**src/rtl/separable_conv_replicate_border_macros.svh**
```systemverilog
// Assertion macros for the block that checks itself.
`ifndef SEPARABLE_CONV_REPLICATE_BORDER_MACROS_SVH
`define SEPARABLE_CONV_REPLICATE_BORDER_MACROS_SVH
// Implication checked at every clock edge outside reset.
`define SCRB_ASSERT_IMP(label, ante, cons, msg) \
  label: assert property (@(posedge clk) disable iff (!rst_n) (ante) |-> (cons)) \
    else $error(msg);
// Implication checked in the cycle after the antecedent.
`define SCRB_ASSERT_NEXT(label, ante, cons, msg) \
  label: assert property (@(posedge clk) disable iff (!rst_n) (ante) |=> (cons)) \
    else $error(msg);
`endif

```
**src/rtl/scrb_pkg.sv**
```systemverilog
// Package with the types, constants and helpers of the separable filter.
`timescale 1ns / 1ps
`default_nettype none
package scrb_pkg;
  localparam int MAX_COLS = 1024;
  localparam int DATA_W = 32;
  localparam int COL_W = $clog2(MAX_COLS);
  localparam int ROW_W = 16;
  localparam int WID_W = 11;
  localparam int CFG_IDX_W = 3;
  localparam int NUM_CELLS = 3;

  localparam logic [CFG_IDX_W-1:0] REG_WIDTH = 3'd0;
  localparam logic [CFG_IDX_W-1:0] REG_HEIGHT = 3'd1;
  localparam logic [CFG_IDX_W-1:0] REG_H0 = 3'd2;
  localparam logic [CFG_IDX_W-1:0] REG_H1 = 3'd3;
  localparam logic [CFG_IDX_W-1:0] REG_H2 = 3'd4;
  localparam logic [CFG_IDX_W-1:0] REG_V0 = 3'd5;
  localparam logic [CFG_IDX_W-1:0] REG_V1 = 3'd6;
  localparam logic [CFG_IDX_W-1:0] REG_V2 = 3'd7;

  typedef enum logic [1:0] {
    ST_IDLE,
    ST_HMUL,
    ST_VMUL,
    ST_EMIT
  } state_t;

  // Control word handed from the sequencer to the tap cells.
  typedef struct packed {
    logic load;
    logic shift;
  } cell_ctl_t;

  function automatic logic [31:0] cut(input logic [31:0] x);
    cut = 32'($signed(x[DATA_W-1:0]));
  endfunction
endpackage
`default_nettype wire

```
**src/rtl/scrb_tap_cell.sv**
```systemverilog
// One tap cell: holds an operand and a partial sum, multiplies and passes on.
`timescale 1ns / 1ps
`default_nettype none
module scrb_tap_cell (
  input  wire logic                clk,
  input  wire scrb_pkg::cell_ctl_t ctl,
  input  wire logic [31:0]         load_op,
  input  wire logic [31:0]         load_coef,
  input  wire logic [31:0]         sum_in,
  output logic      [31:0]         sum_out_r
);
  import scrb_pkg::*;

  logic [31:0] op_r;
  logic [31:0] coef_r;
  always_ff @(posedge clk) begin
    if (ctl.load) begin
      op_r <= load_op;
      coef_r <= load_coef;
    end
    if (ctl.shift) begin
      sum_out_r <= sum_in + 32'(op_r * coef_r);
    end
  end
endmodule
`default_nettype wire

```
**config.mk**
```make
export PLATFORM = sky130hd
export DESIGN_NAME = scrb_tap_cell
export DESIGN_NICKNAME = d
export VERILOG_FILES = /design/src/rtl/separable_conv_replicate_border_macros.svh /design/src/rtl/scrb_pkg.sv /design/src/rtl/scrb_tap_cell.sv
export SDC_FILE = /design/constraint.sdc
export NUM_CORES = 1
export LEC_CHECK = 0
export BUFFER_PORTS_ARGS = -buffer_cell sky130_fd_sc_hd__buf_4
export CAP_MARGIN = 25
export CORE_MARGIN = 10
export CORE_UTILIZATION = 35
export CTS_BUF_LIST = sky130_fd_sc_hd__clkbuf_16
export CTS_CLUSTER_SIZE = 30
export DETAILED_ROUTE_END_ITERATION = 7
export GPL_TIMING_DRIVEN = 0
export SETUP_SLACK_MARGIN = 0.15
export SLEW_MARGIN = 25
export SYNTH_ARGS = -nofsm -noshare
export SYNTH_HDL_FRONTEND = slang
export SYNTH_SLANG_ARGS = --single-unit
```
**constraint.sdc**
```tcl
create_clock -name clk -period 16.8 [get_ports clk]
set_input_delay 0.84 -clock clk [delete_from_list [all_inputs] [get_ports clk]]
set_output_delay 0.84 -clock clk [all_outputs]
set_load 0.01 [all_outputs]
```
### Word level (Yosys, flattened, before mapping)

Cells that the tools add are included.

| word-level totals | value |
|---|---|
| register bits after elaboration | 96 |
| bits of input ports | 99 |
| logic and storage cells | 5 |

| operators by class | value |
|---|---|
| add/sub/neg operators | 1 |
| $mul | 1 |

Operators with widths:

| operator | count |
|---|---|
| $add A32 B32 Y32 | 1 |
| $mul A32 B32 Y32 | 1 |

### Depth between registers and ports, before layout

| logic depth | value |
|---|---|
| depth after elaboration | 2 |
| depth in mapped cells | 29 |
| gate-level depth less buffers | 27 |

### Worst setup path before layout

Ideal clock, no wire load.

| timing path | value |
|---|---|
| path type | flip-flop to flip-flop |
| start point | register coef_r[2] |
| end point | register sum_out_r[30] (data pin) |
| setup time | 0.258 ns |
| arrival time | 6.725 ns |
| data required time | 16.542 ns |
| slack | 9.818 ns |
| cell stages (with the launch flop) | 27 |
| buffers on the path | 2 |
| cells stage by stage | edfxtp_1 > clkbuf_1 > clkbuf_1 > and2_1 > fa_1 > fa_1 > fa_1 > inv_1 > fa_1 > inv_1 > fa_1 > inv_1 > fa_1 > inv_1 > fa_1 > inv_1 > fa_1 > inv_1 > ha_1 > nand4_1 > or2_1 > a2111oi_2 > o211a_1 > o211ai_2 > o211ai_2 > a21oi_2 > xnor2_1 |

| between the ends | value |
|---|---|
| longest elaborated chain between the ends | 2 |

Ends and longest elaborated chain:

| what | line | source |
|---|---|---|
| start, declared | scrb_tap_cell.sv:15 | `logic [31:0] coef_r;` |
| start signal, assigned | scrb_tap_cell.sv:19 | `coef_r <= load_coef;` |
| $mul A32 B32 Y32 | scrb_tap_cell.sv:22 | `sum_out_r <= sum_in + 32'(op_r * coef_r);` |
| $add A32 B32 Y32 | scrb_tap_cell.sv:22 |  |
| end signal, assigned | scrb_tap_cell.sv:22 |  |
| end, declared | scrb_tap_cell.sv:10 | `output logic [31:0] sum_out_r` |

No other way between the ends.
A chain may end at the register's enable or synchronous reset.

### Worst setup path in the final report

| timing path | value |
|---|---|
| start point | register coef_r[3] |
| end point | register sum_out_r[31] (data pin) |

Same word-level chain as after synthesis.

==> results.sh <==
export IMPL_clk_path_buf_depth=2
export IMPL_cts_resized=0
export IMPL_yosysWarnings=0
export IMPL_critical_path_class="flip-flop to flip-flop"
export IMPL_cap_violations=0
export IMPL_end_kind="flip-flop"
export IMPL_cts_htree_levels=3
export IMPL_finalClockSkew_ns=0.0139
export IMPL_cts_setup_buffers=0
export IMPL_status="completed"
export IMPL_critPathMaxFanout=10
export IMPL_cp_top_family="adder cells"
export IMPL_start_kind="flip-flop"
export IMPL_worstPathArrival_ns=8.77
export IMPL_slew_viol_final=0
export IMPL_vias_per_cell=4.69
export IMPL_crit_buf_inv=8
export IMPL_worstPathRequired_ns=16.92
export IMPL_synth_cell_type_count=41
export IMPL_dr_pass1_iters=5
export IMPL_syn_area_um2=19700
export IMPL_grt_pass1_vias=15000
export IMPL_routedWlPerCell_um=21.4
export IMPL_crit_path_max_incr_delay_ns=0.56
export IMPL_ys_ff_latch=96
export IMPL_setup_viol=0
export IMPL_fin_crit_ns=8.64
export IMPL_fmax_mhz=116
export IMPL_grt_pass1_wl_mm=94.0
export IMPL_crit_path_frequent_cell="fa_1"
export IMPL_hold_viol=0
export IMPL_io_buffers=130
export IMPL_setup_tns_ns=0
export IMPL_drt_iter0_drc=781
export IMPL_maxSlewHeadroom_pct=26.6
export IMPL_cts_made_buffers=9
export IMPL_gp_congestion=0.963
export IMPL_detailed_place_hpwl_mm=51.3
export IMPL_track_usage_pct=19.0
export IMPL_postRouteAntennaNets=0
export IMPL_hold_class="input pin to flip-flop"
export IMPL_antenna_found_initial=3
export IMPL_ys_seq_area_share_pct=14.6
export IMPL_syn_nets=2609
export IMPL_min_period_over_period_pct=51.4
export IMPL_critPathSlowestCell="clkbuf_1"
export IMPL_synthCells=1948
export IMPL_ctsRootBufferMaster="clkbuf_16"
export IMPL_start_util_pct=35.6
export IMPL_regToRegSetupSlack_ns=8.16
export IMPL_worst_pin_slew_ns=1.10
export IMPL_ios=131
export IMPL_drive_gt1_share_pct=7.88
export IMPL_cts_hold_buf=0
export IMPL_vias=13300
export IMPL_placementRows=86
export IMPL_die_w_um=257
export IMPL_cts_sinks=96
export IMPL_die_h_um=257
export IMPL_grt_overflow=0
export IMPL_fillers=5493
export IMPL_tritoncts="built"
export IMPL_clkTransAtPathRegs_ns=0.08
export IMPL_avgSynthCellArea_um2=10.1
export IMPL_synth_area_leaders="fa_1 (44%), edfxtp_1 (15%), and2_1 (12%)"
export IMPL_dieArea_um2=66200
export IMPL_grt_max_degree=65
export IMPL_fp_coreArea_um2=55400
export IMPL_yosysTopAreaCell="fa_1"
export IMPL_drt_total_wl_mm=60.9
export IMPL_areaGrowthSynthToFinish_pct=11.2
export IMPL_yosys_area_top_type_share_pct=44.5
export IMPL_rsz0062_at_grt="false"
export IMPL_nets=2750
export IMPL_drcViolationCount=0
export IMPL_clock_latency_ns=0.40
registers in the layout, indices dropped and copies added, names as in the netlist:
register   cells
sum_out_r     32
op_r          32
coef_r        32
metal layers:
layer  vias to the layer above  share of wire (%)  GRT usage (%)
li1                       5913                  -              -
met1                      6930                 44           25.2
met2                       399                 46           30.7
met3                        88                5.7           3.38
met4                         0                3.6           6.65
met5                         -                  0              0
path summary, 6_finish.rpt:
path,startpoint,to,cells past startpoint
worst max-delay path,coef_r[3]$_DFFE_PP_,sum_out_r[31]$_DFFE_PP_,27
worst min-delay path,load_op[5],op_r[5]$_DFFE_PP_,1
worst max register to register,coef_r[3]$_DFFE_PP_,sum_out_r[31]$_DFFE_PP_,27
worst min register to register,coef_r[0]$_DFFE_PP_,sum_out_r[0]$_DFFE_PP_,2
worst reg2reg max path: stages, from the launching register on:
cell      delay (ns)
edfxtp_1        0.36
clkbuf_1        0.55
clkbuf_1        0.57
and2_1          0.26
fa_1            0.45
fa_1            0.47
fa_1            0.52
inv_1           0.08
fa_1            0.55
inv_1           0.05
fa_1            0.50
inv_1           0.05
fa_1            0.53
inv_1           0.05
fa_1            0.47
inv_1           0.05
fa_1            0.47
inv_1           0.04
ha_1            0.34
a21oi_1         0.22
o21ai_0         0.20
nand2_1         0.12
o211ai_1        0.10
a22oi_2         0.31
a21oi_2         0.14
a311oi_2        0.41
o21ai_1         0.30
xnor2_1         0.22
metrics by stage:
step / setup WS [ns] / utilization [%] / cell area (µm²) / hold WS, ns / instances
6_report: 8.16 / 39.6 / 21900 / 0.610 / 2843
2_1_floorplan: 9.82 / - / 19700 / 0.703 / 1948
3_3_place_gp: 8.26 / 39.0 / 21600 / 0.760 / 2826
4_1_cts: 8.14 / 39.6 / 21900 / 0.596 / 2842
5_1_grt: 7.89 / 39.6 / 21900 / 0.602 / 2842
3_5_place_dp: 8.15 / 39.0 / 21600 / 0.757 / 2826
cell families (layout without fill, tap and decap cells):
family,Yosys count,in the layout,synth area share [%]
fa+ha+maj,562,562,52.4
xor+xnor,89,89,3.95
simple gates,562,562,15.6
flops,96,96,14.6
buf+inv,569,715,10.9
compound gates,70,70,2.63
other cells,0,1,0
cell type report:
cell class              count  area (µm²)  share of cell area, %
plain buffers              86         329                   1.50
flip-flops and latches     96        2880                   13.1
clock buffers               9         225                   1.03
multi-input cells        1283       14700                   67.0
repair buffers            130         976                   4.45
clock inverters             7        65.1                  0.297
well taps                 748         936                   4.27
diodes                      1        2.50                 0.0114
inverters                 483        1810                   8.27
placed cells by master (no fill, tap or decap), types with 2 or more instances in the layout:
cell	count
a2111oi_2	2
a211oi_2	2
a21o_1	17
a21oi_1	19
a21oi_2	4
a31oi_1	3
and2_1	367
buf_2	3
buf_4	130
clkbuf_1	81
clkbuf_16	9
clkbuf_2	2
clkinv_4	2
edfxtp_1	96
fa_1	438
ha_1	124
inv_1	483
nand2_1	172
nand3_1	2
nand4_1	2
nor2_1	5
nor2b_1	3
nor3_1	3
o211ai_1	2
o211ai_2	2
o21a_1	3
o21ai_0	2
o21ai_1	4
o21bai_1	3
or2_1	2
or3_1	2
xnor2_1	70
xor2_1	19
synth_stat cells, drive strengths merged:
master / number
o221ai: 1
o211ai: 4
fa: 438
nor2: 5
and2: 367
nand2: 172
o211a: 1
nor3: 3
a22oi: 1
inv: 483
o21ai: 7
a311oi: 1
a21oi: 23
o21a: 3
o21bai: 3
nand3: 2
or2: 3
and4: 1
or3: 2
o31ai: 1
nand4: 2
edfxtp: 96
a21o: 17
xnor2: 70
ha: 124
xor2: 19
a31oi: 3
and2b: 1
and3: 1
a211oi: 2
nor2b: 3
clkbuf: 83
a31o: 1
buf: 3
a2111oi: 2
Power is left out: the tool's default activity adds up to more than one toggle a clock period on the data nets, which glitch-free logic cannot reach.
